`src/rtl/sst_pkg.sv`:
```
// sst_pkg: shared types and codes for the sorted score table
// no dependencies
`timescale 1ns / 1ps

package sst_pkg;

  localparam int TABLE_DEPTH_DEF = 128;

  localparam logic [1:0] ACT_INSERT = 2'd0;
  localparam logic [1:0] ACT_CLEAR  = 2'd1;
  localparam logic [1:0] ACT_RANK   = 2'd2;

  localparam logic [1:0] ST_OK      = 2'd0;
  localparam logic [1:0] ST_EMPTY   = 2'd1;
  localparam logic [1:0] ST_FULL    = 2'd2;
  localparam logic [1:0] ST_BADRANK = 2'd3;

  typedef struct packed {
    logic [23:0] id;
    logic [15:0] score;
  } entry_t;

  typedef struct packed {
    logic ins;
    logic load_rd;
    logic shift_rd;
  } cell_ctrl_t;

endpackage

```
`src/rtl/sst_cell.sv`:
```
// sst_cell: one slot of the sorted chain, with its own readout register
// depends on sst_pkg
`timescale 1ns / 1ps

module sst_cell #(
  parameter int IDX   = 0,
  parameter int CNT_W = 8
) (
  input  logic               clk,
  input  sst_pkg::cell_ctrl_t ctrl,
  input  sst_pkg::entry_t    new_entry,
  input  logic [CNT_W-1:0]   count,
  input  sst_pkg::entry_t    prev_entry,
  input  logic               prev_gt,
  input  sst_pkg::entry_t    next_rd,
  output logic               gt,
  output sst_pkg::entry_t    entry,
  output sst_pkg::entry_t    rd
);
  import sst_pkg::*;

  logic occupied;

  assign occupied = CNT_W'(IDX) < count;
  assign gt       = occupied && (entry.score > new_entry.score);

  always_ff @(posedge clk) begin
    if (ctrl.ins) begin
      if (prev_gt) begin
        entry <= prev_entry;
      end else if (gt || (count == CNT_W'(IDX))) begin
        entry <= new_entry;
      end
    end
    if (ctrl.load_rd) begin
      rd <= entry;
    end else if (ctrl.shift_rd) begin
      rd <= next_rd;
    end
  end

endmodule

```
`config.mk`:
```
export PLATFORM = sky130hd
export DESIGN_NAME = sst_cell
export DESIGN_NICKNAME = d
export VERILOG_FILES = /design/src/rtl/sst_pkg.sv /design/src/rtl/sst_cell.sv
export SDC_FILE = /design/constraint.sdc
export NUM_CORES = 1
export LEC_CHECK = 0
export BUFFER_PORTS_ARGS = -buffer_cell sky130_fd_sc_hd__buf_2
export CAP_MARGIN = 20
export CORE_MARGIN = 3
export CORE_UTILIZATION = 25
export DETAILED_ROUTE_END_ITERATION = 6
export PLACE_DENSITY_LB_ADDON = 0.15
export SETUP_SLACK_MARGIN = 0.02
export SLEW_MARGIN = 20
export SYNTH_ARGS = -nofsm -noshare
export SYNTH_HDL_FRONTEND = slang
export SYNTH_SLANG_ARGS = --single-unit
```
`constraint.sdc`:
```
create_clock -name clk -period 4.25 [get_ports clk]
set_input_delay 0.2125 -clock clk [delete_from_list [all_inputs] [get_ports clk]]
set_output_delay 0.2125 -clock clk [all_outputs]
set_load 0.02 [all_outputs]
```
* After elaboration in Yosys (flattened, before gate mapping) *
Cells that the tools add are included.

storage, ports and cells
  bits of input ports = 133
  flip-flop bits (word level) = 80
  logic and storage cells = 16
  output and inout port bits = 81

cells by class
  muxes and demuxes = 4
  magnitude comparators = 2
  reductions and logical operators = 6

operators with widths
  cell                number
  $mux 40             4
  $gt 16x16->1        1
  $logic_not 8->1     1
  $lt 1x8->1 const A  1
  $reduce_bool 2->1   2
  $reduce_and 2->1    1
  $logic_and 1x1->1   1
  $logic_or 1x1->1    1

* Depth between registers and ports, before layout *
  depth after elaboration = 5
  mapped depth = 7
  mapped depth without buffers = 7

* Worst setup path before layout *
Ideal clock, no wire load.

  path type = reg2reg
  start point = reg entry[15] (netlist name)
  end point = reg entry[0] (netlist name), enable pin
  required time = 3799 ps
  arrival = 3401 ps
  setup time = 451 ps
  setup slack = 399 ps
  stages on the path, launching flop included = 6
  clock period less this slack = 3851 ps
  path buffers = 0
  cells stage by stage = edfxtp_1 > ha_1 > nand4_2 > nor4_2 > a22oi_1 > a21oi_1

on the way
  longest elaborated chain between the ends = 5

RTL lines
  item                                RTL line        RTL
  from (decl)                         sst_cell.sv:17  output sst_pkg::entry_t entry,
  from (signal assigned)              sst_cell.sv:30  entry <= prev_entry;
  from (signal assigned)              sst_cell.sv:32  entry <= new_entry;
  $gt 16x16->1                        sst_cell.sv:25  assign gt = occupied && (entry.score > new_entry.score);
  $logic_and 1x1->1                   sst_cell.sv:25
  $logic_or 1x1->1                    sst_cell.sv:31  end else if (gt || (count == CNT_W'(IDX))) begin
  $reduce_bool 2->1 (no source line)  n/a
  $reduce_and 2->1 (no source line)   n/a

Every way passes these cells.
A chain may end at the register's enable or synchronous reset.

* Worst setup path after layout *
  start point = reg entry[15] (netlist name)
  end point = reg entry[21] (netlist name), enable pin

Same word-level chain as after synthesis.

==> flow_metrics.tcl <==
set metrics [dict create \
    drt_wl_total_um 10300 \
    r2r_start "entry[15]" \
    drtIter0Drc 51 \
    avgSynthCellArea_um2 14.7 \
    ant_nets 0 \
    worstHoldPathCells 3 \
    leakage_nw 2.38 \
    drt_pass1_iterations 4 \
    cts_tree "built" \
    grtUsageTotal_pct 12.4 \
    synthArstFlopShare_pct 0 \
    vias 2839 \
    tritoncts.num_buffers 9 \
    drc 0 \
    worst_pin_slew_ps 625 \
    synth_area_um2 3780 \
    status "completed" \
    synth_top_area_cell "edfxtp_1" \
    core_area_um2 14600 \
    slew_headroom_pct 58.3 \
    clkLatencyLatePin_ps 340 \
    crit_type "reg2reg" \
    netlist-cell-type-count 21 \
    grt_pass1_wl_um 15500 \
    ys_seq_area_share_pct 63.6 \
    clk_path_buf_depth 2 \
    synth.most_common_cell "edfxtp_1" \
    pin_count 214 \
    row_count 44 \
    antenna_found_initial 0 \
    rr_endpoint "entry[21]" \
    cts.sinks 80 \
    fillers 1474 \
    synth_ff_type "edfxtp_1" \
    fin_crit_ps 2800 \
    hold_slack_ps 156 \
    dieArea_um2 16600 \
    port_buffers 213 \
    die_w_um 129 \
    r2r_cells 6 \
    ys_ff_latch 80 \
    clockRootBuffer "clkbuf_16" \
    overflow 0 \
    cts.repair.resized 0 \
    p_per_area_nw_per_um2 405 \
    fin_nets 622 \
    drv_cap 0 \
    fin_ws_ps 1450 \
    grt_pass1_vias 2926 \
    netlist_instances 257 \
    stdcell_count 661 \
    place.gp.congestion 0.735 \
    finClkSkew_ps 3.70 \
    synth_top_area_share_pct 63.6 \
    synth_edf_count 80 \
    min_to "entry[13]" \
    reg2reg_slack_ps 1450 \
    pre_cts_ws_ps 1390 \
    synthTopCellsByCount "edfxtp_1, mux2_2, nand2_1, o21ai_0, inv_1" \
    peakVddDrop_mv 0.219 \
    post-dp-hpwl_um 7630 \
    slew_viol_final 0 \
    syn2layout_area_growth_pct 42.2 \
    dp.cells 646 \
    hp-class "in2reg" \
    grt_max_degree 56 \
    drive_above_1_share_pct 62.7 \
    max_clock_freq_ghz 0.357 \
    rsz0062_at_grt "no" \
    start_util_pct 25.8 \
    post_cts_buffers 0 \
    synth_warnings 0 \
    synth_area_leaders "edfxtp_1, mux2_2, ha_1" \
    fin_setup_tns_ps 0 \
    die_y_um 129 \
    routedWlPerCell_um 15.6 \
    synthesis.nets 406 \
    end_kind "flop" \
    finalHoldViolations 0 \
    num_antenna_cells 0 \
    worstHoldStart "prev_entry[13]" \
    critPathLaunchType "flop" \
    period_share_pct 65.9 \
    path_max_fanout 24 \
    path_clk_slew_ps 60 \
    htreeDepth 3 \
    cts_hold_buf 0 \
    routed_via_density 4.30 \
    cp.arrival_ps 2800 \
    required_ps 4250 \
    setup_viol 0 \
]
-- metrics by stage --
stage          power [mW]  area, um^2  utilization (%)
6_report             2.17        5370             36.7
5_1_grt              2.28        5370             36.7
4_1_cts              2.21        5370             36.7
3_5_place_dp         1.38        5060             34.5
3_3_place_gp         1.37        5060             34.5
2_1_floorplan        1.21        3780                -
-- worst max-delay path by stage --
stage               from         to  slack, ps  depth (start not counted)
2_1_floorplan  entry[15]   entry[0]        400                          5
6_report       entry[15]  entry[21]       1450                          6
4_1_cts        entry[15]  entry[10]       1370                          6
3_5_place_dp   entry[15]  entry[10]       1390                          6
3_3_place_gp   entry[15]  entry[15]       1460                          6
5_1_grt        entry[15]  entry[38]       1210                          6
-- routing by layer --
metal	up-vias	wire [um]	track usage, %	share of wire (%)
met5	-	0	0	0
met2	99	5330	21.5	52
met4	0	195	4.76	1.9
li1	1390	-	-	-
met3	12	628	4.15	6.1
met1	1338	4170	14.1	40
-- power breakdown --
group | internal, mW | total, mW | switching (mW) | leakage, nW
Clock | 0.509 | 0.823 | 0.314 | 0.149
Combinational | 0.157 | 0.372 | 0.214 | 1.44
Sequential | 0.955 | 0.980 | 0.0246 | 0.791
Total | 1.62 | 2.17 | 0.552 | 2.38
-- cell usage in the layout (no fill, tap or decap), drive strengths merged, types with 3 or more instances in the layout --
master | netlist | final
nor2 | 3 | 3
clkinv | 0 | 3
nand2 | 25 | 25
mux2 | 65 | 65
ha | 16 | 16
nor3 | 3 | 3
inv | 17 | 17
clkbuf | 3 | 9
edfxtp | 80 | 80
buf | 8 | 216
o21ai | 19 | 19
a21oi | 9 | 9
nor4 | 3 | 3
-- kinds of logic (layout without fill, tap and decap cells) --
| logic type | Yosys count | after routing | share of synthesized area [%] |
|---|---|---|---|
| buffers and inverters | 28 | 248 | 3.01 |
| AOI/OAI and AO/OA | 29 | 29 | 3.91 |
| muxes | 65 | 65 | 19.4 |
| DFF | 80 | 80 | 63.6 |
| and+or+nand+nor | 39 | 39 | 4.83 |
| adders and majority gates | 16 | 16 | 5.30 |
-- registers in the layout (all words and copies together), names as in the netlist --
name / count
entry: 40
rd: 40
-- critical path, cell delays in order (launching register included) --
cell,delay (ps)
edfxtp_1,410
ha_1,340
nand4_2,180
nor4_2,350
a22oi_1,170
a21oi_4,540
buf_4,450
-- final cells by class --
class	instances	area, um^2	share of cell area (%)
Timing Repair Buffer	216	1090	20.3
Sequential cell	80	2400	44.7
Clock buffer	9	225	4.19
Multi-Input combinational cell	149	1280	23.8
Tap cell	184	230	4.29
Inverter	17	63.8	1.19
Clock inverter	6	85.1	1.58
Note: power is estimated with default switching activity, not from simulation.
