--- src/rtl/sst_div.sv ---
// sst_div: restoring divider, one quotient bit per cycle
// depends on nothing beyond its parameters
`timescale 1ns / 1ps

module sst_div #(
  parameter int TOT_W = 24,
  parameter int CNT_W = 8
) (
  input  logic             clk,
  input  logic             rst,
  input  logic             start,
  input  logic [TOT_W-1:0] dividend,
  input  logic [CNT_W-1:0] divisor,
  output logic             done,
  output logic [TOT_W-1:0] quot,
  output logic [CNT_W-1:0] rem
);
  localparam int STEP_W = $clog2(TOT_W + 1);

  logic              busy;
  logic [STEP_W-1:0] steps;
  logic [CNT_W-1:0]  dvs;
  logic [CNT_W:0]    diff;
  logic              fits;

  assign diff = {rem, quot[TOT_W-1]};
  assign fits = diff >= {1'b0, dvs};

  always_ff @(posedge clk) begin
    if (rst) begin
      busy  <= 1'b0;
      done  <= 1'b0;
      steps <= '0;
    end else begin
      done <= busy && (steps == STEP_W'(1));
      if (start) begin
        busy  <= 1'b1;
        steps <= STEP_W'(TOT_W);
      end else if (busy) begin
        steps <= steps - STEP_W'(1);
        if (steps == STEP_W'(1)) begin
          busy <= 1'b0;
        end
      end
    end
  end

  always_ff @(posedge clk) begin
    if (start) begin
      quot <= dividend;
      rem  <= '0;
      dvs  <= divisor;
    end else if (busy) begin
      if (fits) begin
        rem <= CNT_W'(diff - {1'b0, dvs});
      end else begin
        rem <= diff[CNT_W-1:0];
      end
      quot <= {quot[TOT_W-2:0], fits};
    end
  end

endmodule

--- config.mk ---
export PLATFORM = sky130hd
export DESIGN_NAME = sst_div
export DESIGN_NICKNAME = d
export VERILOG_FILES = /design/src/rtl/sst_div.sv
export SDC_FILE = /design/constraint.sdc
export NUM_CORES = 1
export LEC_CHECK = 0
export BUFFER_PORTS_ARGS = -buffer_cell sky130_fd_sc_hd__buf_2
export CAP_MARGIN = 20
export CORE_AREA = 3 3 71 79
export CTS_BUF_LIST = sky130_fd_sc_hd__clkbuf_8
export DETAILED_ROUTE_END_ITERATION = 12
export DIE_AREA = 0 0 74 82
export PLACE_DENSITY = 0.73
export SYNTH_ARGS = -nofsm -noshare
export SYNTH_HDL_FRONTEND = slang
export SYNTH_SLANG_ARGS = --single-unit
export TNS_END_PERCENT = 50
--- constraint.sdc ---
create_clock -name clk -period 2.7 [get_ports clk]
set_clock_uncertainty 0.05 [all_clocks]
set_input_delay 0.27 -clock clk [delete_from_list [all_inputs] [get_ports clk]]
set_output_delay 0.27 -clock clk [all_outputs]
set_load 0.01 [all_outputs]
# Word level (Yosys, flattened, before mapping)
# Index checks and enable logic that the tools add are counted.
[totals] register_bits=47 input_bits=35 output_inout_bits=33 word_cells=22
[op_classes] addsub=2 magnitude_cmp=1 n_eq_ne=1 muxes=8 n_reduce_logical=3
[ops] op="$mux 24" n=2
[ops] op="$mux 5" n=2
[ops] op="$ge 9x8->1" n=1
[ops] op="$mux 8" n=1
[ops] op="$sub 8x8->8" n=1
[ops] op="$eq 5x1->1 const B" n=1
[ops] op="$sub 5x1->5 const B" n=1
[ops] op="$mux 1" n=3
[ops] op="$reduce_bool 2->1" n=1
[ops] op="$reduce_or 2->1" n=1
[ops] op="$logic_and 1x1->1" n=1

# Longest topological paths before layout
# Gate-level depths: netlist of the first run.
[logic_depth] ltp_word=4 mapped_depth=8 ltp_nobuf=8

# Worst setup path before layout of the first run
# Ideal clock, no wire load.
[synth_timing] path_type="register -> register" startpoint="reg rem[5]" endpoint="reg rem[3]" setup_time_ns=0.137 arrival_ns=1.806 t_required_ns=2.513 slack_ns=0.707 stages_incl_launch_ff=8 n_path_buf=1 synth_period_minus_slack_ns=1.993 path_cell_list="dfxtp_1 ha_1 a21o_1 a211o_1 a211oi_4 buf_6 mux2i_1 a211oi_1"
[synth_between] elab_chain_cells=2
[synth_rtl] item="start: declaration" line_no="16" source="output logic [CNT_W-1:0] rem"
[synth_rtl] item="start signal: assignment" line_no="55" source="rem <= CNT_W'(diff - {1'b0, dvs});"
[synth_rtl] item="start signal: assignment" line_no="57" source="rem <= diff[CNT_W-1:0];"
[synth_rtl] item="$ge 9x8->1" line_no="27" source="assign fits = diff >= {1'b0, dvs};"
[synth_rtl] item="$mux 8" line_no="54" source="if (fits) begin"
# Every way passes these cells.
# A chain may end at the register's enable or synchronous reset.

# Worst setup path in the final report of the first run
[layout_timing] startpoint="reg rem[5]" endpoint="reg rem[6]"
[layout_between] elab_chain_cells=2
[layout_rtl] item="$sub 8x8->8 or $ge 9x8->1 (tied branches)" line_no="55, 27"
[layout_rtl] item="$mux 8 (*)" line_no="54"
# Mark *: on every way between the ends. The rest lies on a longest branch, timed or not.

==> results.rst, run 1 <==
.. list-table::
   :header-rows: 1

   * - Metric
     - Value
   * - Max-slew violation count
     - 0
   * - Capture point of the worst reg-to-reg path
     - rem[6]$_SDFFE_PP0P_
   * - Number of buffer cells added on primary ports
     - between 60 and 70
   * - Min Clock Period, post-route
     - 2.26 ns
   * - Warnings from Yosys
     - 0
   * - Result of the run
     - finished clean
   * - WL/cell
     - roughly 15 um
   * - Routed vias
     - 1728
   * - Leak
     - approximately 1.3 nW
   * - Flip-flop cell with the highest count after synthesis
     - sky130_fd_sc_hd__edfxtp_1
   * - Via density
     - between 5 and 6
   * - Worst-case reg-to-reg path depth
     - 7
   * - Non-filler instance count after layout
     - 324
   * - Slowest Stage Delay on Critical Path
     - 0.37 ns
   * - Count of cells resized by post-cts repair
     - 0
   * - Crit start category
     - flip-flop
   * - Layout Utilization
     - ~58%
   * - Number of antenna violations at the first check in global routing
     - 0
   * - Capture endpoint of the worst hold path
     - dvs[1]$_DFFE_PP_
   * - Post-CTS setup buffer count
     - 0
   * - Total DRC errors in the routed layout
     - 0
   * - Endpoints failing setup
     - 0
   * - Worst-case clock buffer depth
     - 2
   * - Wire length after detailed routing
     - 4760 um
   * - Overflow left after global routing
     - 0
   * - Crit path kind
     - flip-flop to flip-flop
   * - Slew @ Worst Pin
     - approximately 0.56 ns
   * - Total power density per cell area
     - between 600 and 700 nW/um2
   * - Total of hold buffers inserted after clock tree synthesis
     - 0
   * - R2R Setup Slk
     - 0.44 ns
   * - Setup tns final
     - 0 ns
   * - Max transition margin
     - 62.7%
   * - H-tree depth reported by CTS
     - 2
   * - Proportion of synthesized chip area in sequential cells
     - 53.6%
   * - Power, Total
     - 1.81 mW
   * - Hold violation count in the final report
     - 0
   * - Worst Hold Slack
     - 0.0953 ns
   * - Number of library cell types mapped by synthesis
     - 39
   * - Die width
     - between 70 and 80 um
   * - Number of cells produced by synthesis
     - around 200
   * - DP HPWL
     - 3510 um
   * - Antenna violation net count after detailed routing
     - 0
   * - Unrepaired setup endpoints after global routing
     - false
   * - Worst VDD drop
     - 0.327 mV
   * - Clock tree from TritonCTS
     - done
   * - CTS buffer count
     - 5
   * - Final weighted congestion in routability-driven placement
     - 0.852
   * - Critical path data arrival time
     - 2.42 ns
   * - Number of DRC violations after detailed-routing iteration 0
     - 107
   * - Number of buffers and inverters on the critical path
     - 1
   * - Count of flip-flops with a built-in enable after synthesis
     - 32
   * - Layout overhead on the synthesized area
     - 21.8%
   * - Layout cells sized above 1
     - just over 40%
   * - Class of the worst hold path
     - input port to flip-flop
   * - Maximum operating frequency
     - 442 MHz
   * - Placeable core region
     - 4970 um2
   * - Number of nets in the synthesized netlist
     - 241
   * - CTS Root Buffer Type
     - sky130_fd_sc_hd__clkbuf_8
   * - Crit-path max FO
     - 8
   * - Clock Latency Late Sink
     - 0.30 ns
   * - Number of top-level pins
     - 68
   * - Kind of end point of the critical path
     - flip-flop
   * - Global-route wire length before repair
     - 7650 um
   * - HP Start
     - divisor[1]
   * - Number of sinks driven by the clock tree
     - 47
   * - Crit path max-delay cell type
     - sky130_fd_sc_hd__ha_1
   * - Syn_area_per_cell
     - between 10 and 15 um2
   * - DIE AREA
     - 6070 um2
   * - CP required
     - 2.86 ns
   * - Diodes inserted
     - 0
   * - Drt first pass iters
     - 4
   * - Share of the clock period used by the worst path
     - 83.7%
   * - Placed Instances
     - ~320
   * - Min-Delay Path Depth
     - 1
   * - Startpoint of the worst-slack reg-to-reg timing path
     - rem[5]$_SDFFE_PP0P_
   * - Floorplan row count
     - 27
   * - Top Family by Delay on Critical Path
     - compound AO/OA/AOI/OAI gates
   * - Number of flip-flops and latches in the synthesized netlist
     - 47
   * - Summed instance area of the synthesized netlist
     - 2350 um2
   * - Overall die height
     - 82 um
   * - Pin count of the biggest net entering global routing
     - 25
   * - Starting density of the core
     - 47.3%
   * - Number of global-route vias before repair
     - approximately 1.6k
   * - Overall track demand over capacity in global routing
     - 16.5%
   * - FFs w/ async S/R, synth
     - 0%
   * - Post-layout nets
     - 311
   * - Register clock-pin slew on the reported worst setup and hold paths
     - 0.08 ns
   * - Max-cap viol count
     - 0
   * - Ordered cell list for the critical path
     - ha_1, a21o_1, a211o_1, a211oi_4, buf_4, nand2_1, a311oi_1
==> Yosys cell counts (all sizes together) (2+ instances only) <==
cell type / n / area share (%)
dfxtp: 15 / 13
nor3: 7 / 1.5
nor3b: 2 / 0.64
mux2i: 5 / 2.1
clkbuf: 7 / 1.1
o21ai: 5 / 1.1
nor2: 15 / 2.4
inv: 13 / 2.1
a311oi: 4 / 1.5
a211oi: 4 / 1.8
xor2: 3 / 1.1
nor4: 2 / 0.53
a21oi: 4 / 0.85
or2: 5 / 1.3
ha: 10 / 5.3
mux2: 23 / 11
a211o: 2 / 0.75
a21o: 3 / 1.0
xnor2: 4 / 1.5
and3: 3 / 0.80
nand2: 8 / 1.3
edfxtp: 32 / 41
nor2b: 6 / 1.6
==> stage by stage <==
| stage | setup slack, ns | cell area (um2) |
|---|---|---|
| CTS | 0.456 | 2860 |
| floorplan | 0.707 | 2350 |
| finish | 0.439 | 2860 |
| global placement | 0.518 | 2750 |
| detailed placement | 0.467 | 2750 |
| global route | 0.325 | 2860 |
==> routing by layer <==
metal | vias to the layer above | global-route usage [%] | share of wire, %
met5 | - | 0 | 0
met4 | 0 | 4.89 | 0.95
met3 | 4 | 5.02 | 5.5
met2 | 41 | 24.9 | 48
met1 | 828 | 22.6 | 45
li1 | 855 | - | -
==> flip-flops by register name, summed over array words and instances, names as in the netlist <==
register  count
busy          1
done          1
dvs           8
quot         24
rem           8
steps         5
==> cell usage in the layout (no fill, tap or decap), drive strengths merged, types with 2 or more instances in the layout <==
| cell | count |
|---|---|
| nor3b | 2 |
| nor2b | 6 |
| a211oi | 4 |
| mux2i | 5 |
| xor2 | 3 |
| xnor2 | 4 |
| or2 | 5 |
| nor3 | 7 |
| a21oi | 4 |
| a211o | 2 |
| nand2 | 8 |
| nor2 | 15 |
| and3 | 3 |
| a311oi | 4 |
| o21ai | 5 |
| ha | 10 |
| mux2 | 23 |
| buf | 71 |
| edfxtp | 32 |
| dfxtp | 15 |
| a21o | 3 |
| nor4 | 2 |
| inv | 14 |
| clkbuf | 5 |
==> power by group <==
part	leakage [nW]	total, mW	switching (mW)	internal (mW)
Combinational	0.774	0.396	0.204	0.191
Sequential	0.444	0.894	0.0442	0.849
Clock	0.0562	0.521	0.244	0.276
Total	1.27	1.81	0.493	1.32
==> cell type report <==
type | instances | area [um2]
sequential | 47 | 1260
clock inverter | 3 | 42.5
fill | 427 | 2100
inverter | 13 | 48.8
multi-input combinational | 127 | 1000
timing repair buffer | 71 | 365
tap | 58 | 72.6
clock buffer | 5 | 68.8
==> how the worst max path moves through the flow <==
stage,from,endpoint,slack [ns],cells past startpoint
2_1_floorplan,rem[5]$_SDFFE_PP0P_,rem[3]$_SDFFE_PP0P_,0.71,7
3_3_place_gp,rem[5]$_SDFFE_PP0P_,rem[4]$_SDFFE_PP0P_,0.52,7
3_5_place_dp,rem[5]$_SDFFE_PP0P_,rem[3]$_SDFFE_PP0P_,0.47,7
4_1_cts,rem[5]$_SDFFE_PP0P_,rem[6]$_SDFFE_PP0P_,0.46,7
5_1_grt,dvs[6]$_DFFE_PP_,rem[4]$_SDFFE_PP0P_,0.33,8
6_report,rem[5]$_SDFFE_PP0P_,rem[6]$_SDFFE_PP0P_,0.44,7
==> kinds of logic (layout without fill, tap and decap cells) <==
group	Yosys count	count (layout)	synth area share (%)
adders and majority gates	11	11	6.17
DFF	47	47	53.6
and+or+nand+nor	52	52	11.4
xor gates and xnor gates	7	7	2.61
AOI/OAI and AO/OA	29	29	9.37
buffers and inverters	21	92	3.67
muxes	28	28	13.1
==> worst reg2reg max path, stage by stage, from the launching register on <==
cell	delay, ns
sky130_fd_sc_hd__dfxtp_1	0.35
sky130_fd_sc_hd__ha_1	0.37
sky130_fd_sc_hd__a21o_1	0.20
sky130_fd_sc_hd__a211o_1	0.32
sky130_fd_sc_hd__a211oi_4	0.32
sky130_fd_sc_hd__buf_4	0.24
sky130_fd_sc_hd__nand2_1	0.08
sky130_fd_sc_hd__a311oi_1	0.25
Power figures use the tool's default switching activity.
==> run 2: changes to the inputs <==
CORE_AREA = 3 3 71 80   (was 3 3 71 79)
DIE_AREA = 0 0 74 83   (was 0 0 74 82)
PLACE_DENSITY = 0.75   (was 0.73)
clock period = 1.8 ns   (was 2.7 ns; I/O delays follow)
==> results.rst, run 2 (synthesis results as in run 1) <==
.. list-table::
   :header-rows: 1

   * - Metric
     - Value
   * - Routed vias
     - 1835
   * - Number of sinks driven by the clock tree
     - 47
   * - Global-route wire length before repair
     - 8670 um
   * - Hold violation count in the final report
     - 0
   * - Die width
     - 74 um
   * - Endpoints failing setup
     - 9
   * - Worst VDD drop
     - 0.539 mV
   * - Number of global-route vias before repair
     - 1876
   * - Non-filler instance count after layout
     - 355
   * - Number of top-level pins
     - 68
   * - Layout overhead on the synthesized area
     - 37.8%
   * - Maximum operating frequency
     - 516 MHz
   * - Class of the worst hold path
     - input port to flip-flop
   * - Total of fill cells in the finished design
     - 380
   * - Violated checks
     - negative setup slack
   * - Worst-case clock buffer depth
     - 2
   * - Leak
     - 1.44 nW
   * - Post-route worst setup slack
     - -0.139 ns
   * - Overall track demand over capacity in global routing
     - 18.1%
   * - CTS buffer count
     - 5
   * - Via density
     - 5.17
   * - Pin count of the biggest net entering global routing
     - 25
   * - Min Clock Period, post-route
     - 1.94 ns
   * - Placeable core region
     - 4970 um2
   * - Drt first pass iters
     - 4
   * - Number of DRC violations after detailed-routing iteration 0
     - 99
   * - R2R Setup Slk
     - -0.14 ns
   * - WL/cell
     - 14.8 um
   * - Number of buffer cells added on primary ports
     - 67
   * - Layout Utilization
     - 65.2%
   * - DP HPWL
     - 3920 um
   * - Crit-path max FO
     - 6
   * - Worst Hold Slack
     - 0.0784 ns
   * - Critical path data arrival time
     - 2.07 ns
   * - Unrepaired setup endpoints after global routing
     - true
   * - Crit start category
     - flip-flop
   * - Antenna violation net count after detailed routing
     - 0
   * - Largest register by flop count
     - quot
   * - Diodes inserted
     - 0
   * - H-tree depth reported by CTS
     - 2
   * - Register clock-pin slew on the reported worst setup and hold paths
     - 0.09 ns
   * - Slew @ Worst Pin
     - 0.558 ns
   * - Number of flip-flops in the largest register
     - 24
   * - Wire length after detailed routing
     - about 5200 um
   * - Share of the clock period used by the worst path
     - 108%
   * - Commonest non-fill, non-tap cell in the layout
     - sky130_fd_sc_hd__buf_2
   * - Max-cap viol count
     - 0
   * - Clock Latency Late Sink
     - 0.30 ns
   * - Result of the run
     - complete, but fails checks
   * - Placed Instances
     - about 340
   * - Crit path kind
     - flip-flop to flip-flop
   * - Largest registers
     - quot x24, dvs x8, rem x8
   * - Number of antenna violations at the first check in global routing
     - 0
   * - Max transition margin
     - between 60 and 70%
   * - CTS Root Buffer Type
     - sky130_fd_sc_hd__clkbuf_8
   * - Clock tree from TritonCTS
     - done
   * - Layout cells sized above 1
     - 50.8%
   * - CP required
     - slightly below 2 ns
   * - Most frequent cells in the layout
     - sky130_fd_sc_hd__buf_2 (67), sky130_fd_sc_hd__edfxtp_1 (32), sky130_fd_sc_hd__buf_4 (24)
   * - Setup tns final
     - -0.984 ns
   * - Total power density per cell area
     - 896 nW/um2
   * - Max-slew violation count
     - 0
   * - Starting density of the core
     - 47.3%
   * - Floorplan row count
     - 27
   * - DIE AREA
     - 6140 um2
   * - Kind of end point of the critical path
     - flip-flop
   * - Post-layout nets
     - around 340
   * - Overall die height
     - 83 um
   * - Overflow left after global routing
     - 0
   * - Total DRC errors in the routed layout
     - 0
   * - Final weighted congestion in routability-driven placement
     - ~0.86
[run 2: cell count changes in the layout (fill, tap and decap cells not counted), sizes merged]
cell,delta
buf,+23
clkinv,+1
dlygate4sd3,+8
inv,-1
[run 2: final cells by class]
cell class	instances	area, um2	share of cell area [%]
Timing Repair Buffer	102	629	19.4
Clock inverter	3	43.8	1.35
Inverter	13	48.8	1.51
Multi-Input combinational cell	127	1110	34.3
Clock buffer	5	68.8	2.12
Tap cell	58	72.6	2.24
Sequential cell	47	1260	39.0
[run 2: worst paths after layout]
| check | end | start | cells past startpoint |
|---|---|---|---|
| hold reg to reg | steps[1]$_SDFFE_PP0P_ | steps[1]$_SDFFE_PP0P_ | 2 |
| setup reg to reg | rem[3]$_SDFFE_PP0P_ | dvs[7]$_DFFE_PP_ | 8 |
| setup / recovery | rem[3]$_SDFFE_PP0P_ | dvs[7]$_DFFE_PP_ | 8 |
| hold / removal | steps[3]$_SDFFE_PP0P_ | rst | 2 |
[run 2: power breakdown]
group,internal (mW),total (mW),switching [mW]
registers,1.28,1.34,0.0680
logic,0.412,0.774,0.362
clock network,0.414,0.783,0.369
total,2.10,2.90,0.799
[run 2: stage by stage]
step           instance area [um2]  setup slack, ns  total power, mW
3_5_place_dp                  2970           -0.204             2.07
3_3_place_gp                  2970           -0.133             2.05
6_report                      3240           -0.139             2.90
2_1_floorplan                 2410           -0.127             1.79
4_1_cts                       3170           -0.149             2.88
5_1_grt                       3240           -0.251             3.04
[run 2: metal layers]
| metal | GRT usage, % | part of all wire [%] | up-vias |
|---|---|---|---|
| met1 | 23.6 | 45 | 865 |
| li1 | - | - | 911 |
| met5 | 0 | 0 | - |
| met3 | 4.72 | 5.7 | 7 |
| met2 | 28.7 | 47 | 52 |
| met4 | 6.26 | 1.9 | 0 |
[run 2: worst max-delay path, cell delays in order, from the launching register on]
cell and delay, ns:
sky130_fd_sc_hd__edfxtp_1 0.39, sky130_fd_sc_hd__inv_2 0.08, sky130_fd_sc_hd__ha_4 0.20, sky130_fd_sc_hd__and3b_1 0.19, sky130_fd_sc_hd__and3_1 0.21, sky130_fd_sc_hd__a211oi_4 0.27
sky130_fd_sc_hd__buf_6 0.17, sky130_fd_sc_hd__mux2i_1 0.18, sky130_fd_sc_hd__a211oi_1 0.09
[run 2: repair_timing]
| action | 4_1_cts | 5_1_grt |
|---|---|---|
| setup buffers | 1 | 1 |
| gates resized for setup | 9 | 7 |
| endpoints found under the hold margin | 5 | 3 |
| endpoints found under the setup margin | 9 | 9 |
| hold buffers | 5 | 3 |
| pin swaps | 3 | 1 |
==> run 3: changes to the inputs <==
ABC_AREA = 1   (was not set)
PLACE_DENSITY = 0.76   (was 0.75)
REMOVE_ABC_BUFFERS = 1   (was not set)
==> results.rst, run 3 <==
.. list-table::
   :header-rows: 1

   * - Metric
     - Value
   * - Layout cells sized above 1
     - 28.4%
   * - Min Clock Period, post-route
     - 1.69 ns
   * - Pin count of the biggest net entering global routing
     - 29
   * - Switching power total
     - 660 uW
   * - Layout overhead on the synthesized area
     - 27.3%
   * - Largest registers
     - quot x24, dvs x8, rem x8
   * - Share of the clock period used by the worst path
     - 94.1%
   * - Cell depth of the worst setup path
     - 12
   * - Destination of the critical timing path
     - rem[6]$_SDFFE_PP0P_
   * - Total of fill cells in the finished design
     - between 400 and 500
   * - Summed instance area of the synthesized netlist
     - 2410 um2
   * - Worst-case clock buffer depth
     - 2
   * - Slew @ Worst Pin
     - 0.436 ns
   * - Share of the synthesized area in the top cell type
     - 39.9%
   * - Number of top-level pins
     - 68
   * - Worst slack at placement
     - around 0.11 ns
   * - Total DRC errors in the routed layout
     - 0
   * - Crit path kind
     - flip-flop to flip-flop
   * - Overflow left after global routing
     - 0
   * - Maximum operating frequency
     - 590 MHz
   * - Commonest non-fill, non-tap cell in the layout
     - sky130_fd_sc_hd__nand2_1
   * - Worst Hold Slack
     - 0.0102 ns
   * - Max-cap viol count
     - 0
   * - H-tree depth reported by CTS
     - 2
   * - Sw frac
     - 27.1%
   * - Finished layout cell area
     - approximately 3100 um2
   * - Top cells by count, synth
     - sky130_fd_sc_hd__nand2_1 (122), sky130_fd_sc_hd__edfxtp_1 (32), sky130_fd_sc_hd__inv_1 (28)
   * - Worst-case reg-to-reg path depth
     - 12
   * - Warnings from Yosys
     - 0
   * - Worst VDD drop
     - 0.594 mV
   * - Final weighted congestion in routability-driven placement
     - 0.840
   * - Unrepaired setup endpoints after global routing
     - true
   * - Number of global-route vias before repair
     - between 1.5k and 2k
   * - Leading post-synthesis cells by cell area
     - sky130_fd_sc_hd__edfxtp_1 (40%), sky130_fd_sc_hd__nand2_1 (19%), sky130_fd_sc_hd__dfxtp_1 (12%), sky130_fd_sc_hd__ha_1 (5.2%), sky130_fd_sc_hd__inv_1 (4.4%)
   * - WL/cell
     - approximately 12 um
   * - CTS buffer count
     - 5
   * - CTS Root Buffer Type
     - sky130_fd_sc_hd__clkbuf_8
   * - Number of buffer cells added on primary ports
     - 67
   * - Crit-path max FO
     - 8
   * - Global-route wire length before repair
     - 8730 um
   * - Drt first pass iters
     - 4
   * - Via density
     - 4.88
   * - Wire length after detailed routing
     - roughly 5200 um
   * - Crit start category
     - flip-flop
   * - Hold violation count in the final report
     - 0
   * - Clock Latency Late Sink
     - 0.29 ns
   * - Layout Utilization
     - about three fifths
   * - Endpoints failing setup
     - 0
   * - Max-slew violation count
     - 0
   * - Startpoint of the worst-slack reg-to-reg timing path
     - dvs[5]$_DFFE_PP_
   * - Largest register by flop count
     - quot
   * - Number of sinks driven by the clock tree
     - between 40 and 50
   * - Diodes inserted
     - 0
   * - Internal power
     - between 1.5 and 2 mW
   * - DP HPWL
     - 3800 um
   * - Flip-flop cell with the highest count after synthesis
     - sky130_fd_sc_hd__edfxtp_1
   * - Multi-input combinational cell area
     - around 1100 um2
   * - Class of the worst hold path
     - input port to flip-flop
   * - Number of flip-flops in the largest register
     - 24
   * - Max transition margin
     - 70.9%
   * - Beginning of the critical path
     - dvs[5]$_DFFE_PP_
   * - Number of flip-flops and latches in the synthesized netlist
     - 47
   * - Post-layout nets
     - 408
   * - Capture point of the worst reg-to-reg path
     - rem[6]$_SDFFE_PP0P_
   * - Number of DRC violations after detailed-routing iteration 0
     - 138
   * - R2R Setup Slk
     - 0.11 ns
   * - Number of buffers and inverters on the critical path
     - 3
   * - FFs w/ async S/R, synth
     - 0%
   * - Leak
     - approximately 1.6 nW
   * - Logic pwr share
     - 20.2%
   * - DIE AREA
     - 6140 um2
   * - Clock tree from TritonCTS
     - done
   * - Slowest Stage Delay on Critical Path
     - 0.34 ns
   * - Library cell with the largest summed area after synthesis
     - sky130_fd_sc_hd__edfxtp_1
   * - Fraction of power consumed by the clock network
     - 26.0%
   * - Storage cell area
     - between 1000 and 1500 um2
   * - Starting density of the core
     - a little under 50%
   * - Number of cells produced by synthesis
     - 282
   * - CP required
     - around 1.9 ns
   * - Power, Total
     - 2.44 mW
   * - Overall die height
     - just over 80 um
   * - Register clock-pin slew on the reported worst setup and hold paths
     - 0.08 ns
   * - Proportion of synthesized chip area in sequential cells
     - between 50% and 60%
   * - Number of library cell types mapped by synthesis
     - 28
   * - Routed vias
     - 2053
   * - Antenna violation net count after detailed routing
     - 0
   * - Most frequent cells in the layout
     - sky130_fd_sc_hd__nand2_1 (122), sky130_fd_sc_hd__buf_2 (67), sky130_fd_sc_hd__edfxtp_1 (32)
   * - Ordered cell list for the critical path
     - inv_1, ha_4, nand2_2, nor2_2, inv_1, nor2_4, nor2_4, buf_12, nand2_4, nand2_1, nand3_1, nand2_1
   * - Total power density per cell area
     - slightly below 800 nW/um2
   * - Post-route worst setup slack
     - 0.106 ns
   * - Top Family by Delay on Critical Path
     - simple AND/OR/NAND/NOR gates
   * - Kind of end point of the critical path
     - flip-flop
   * - Placeable core region
     - about 5000 um2
   * - Overall track demand over capacity in global routing
     - 18.0%
   * - Count of flip-flops with a built-in enable after synthesis
     - 32
   * - Result of the run
     - finished clean
   * - Critical path data arrival time
     - 1.84 ns
   * - Crit path max-delay cell type
     - sky130_fd_sc_hd__edfxtp_1
   * - Placed Area
     - ~2800 um2
   * - Floorplan row count
     - 27
   * - Most instantiated library cell after synthesis
     - sky130_fd_sc_hd__nand2_1
   * - Seq pwr share
     - 53.8%
   * - Die width
     - 74 um
   * - Number of antenna violations at the first check in global routing
     - 0
   * - Syn_area_per_cell
     - approximately 8.5 um2
==> run 3: changes by cell type in the layout (fill, tap and decap cells not counted), sizes merged, moves of 6 or more <==
| cell | previous run | this run |
|---|---|---|
| mux2 | 23 | 0 |
| nand3 | 0 | 19 |
| nand2 | 8 | 127 |
| inv | 13 | 31 |
| buf | 94 | 76 |
| nor2b | 6 | 0 |
| nand3b | 0 | 7 |
==> run 3: cell type report <==
| cell class | count | area share [%] |
|---|---|---|
| Sequential cell | 47 | 41.1 |
| Multi-Input combinational cell | 199 | 34.9 |
| Timing Repair Buffer | 79 | 14.9 |
| Inverter | 30 | 3.67 |
| Clock buffer | 6 | 2.69 |
| Tap cell | 58 | 2.37 |
| Clock inverter | 2 | 0.245 |
==> run 3: worst min-delay path by stage <==
stage / start / endpoint / slack, ns / cells after the start
6_report: divisor[0] / dvs[0]$_DFFE_PP_ / 0.01 / 1
5_1_grt: divisor[2] / dvs[2]$_DFFE_PP_ / 0.005 / 1
4_1_cts: divisor[7] / dvs[7]$_DFFE_PP_ / 0.0005 / 1
3_5_place_dp: divisor[0] / dvs[0]$_DFFE_PP_ / 0.31 / 1
3_3_place_gp: divisor[0] / dvs[0]$_DFFE_PP_ / 0.31 / 1
2_1_floorplan: rst / busy$_SDFF_PP0_ / 0.20 / 1
==> run 3: per-stage QoR <==
| step | cells | setup TNS, ns |
|---|---|---|
| 2_1_floorplan | 276 | 0 |
| 3_3_place_gp | 406 | 0 |
| 3_5_place_dp | 406 | 0 |
| 4_1_cts | 414 | 0 |
| 5_1_grt | 421 | -0.0148 |
| 6_report | 421 | 0 |
==> run 3: cells by family (layout without fill, tap and decap cells) <==
logic type	Yosys count	after routing	synth area share (%)
and+or+nand+nor	177	177	32.5
DFF	47	47	52.4
buffers and inverters	36	117	5.92
adders and majority gates	11	11	6.03
AOI/OAI and AO/OA	7	7	1.72
xor gates and xnor gates	4	4	1.46
==> run 3: power groups by stage <==
stage,registers [mW],clock network (mW),logic [mW]
6_report,1.31,0.634,0.493
4_1_cts,1.31,0.647,0.456
3_3_place_gp,1.33,0,0.443
3_5_place_dp,1.33,0,0.455
2_1_floorplan,1.36,0,0.241
5_1_grt,1.32,0.704,0.553
==> run 3: repair_timing <==
action | 4_1_cts | 5_1_grt
setup buffers | 0 | 4
setup endpoints to repair | 0 | 9
hold buffers | 0 | 3
resized for setup | 0 | 7
endpoints found under the hold margin | 0 | 3
==> run 3: metal layers <==
metal | global-route usage (%) | up-vias | share of wire (%)
li1 | - | 1055 | -
met1 | 23.5 | 915 | 43
met2 | 28.9 | 71 | 47
met3 | 4.24 | 12 | 6.9
met4 | 5.93 | 0 | 2.7
met5 | 0 | - | 0
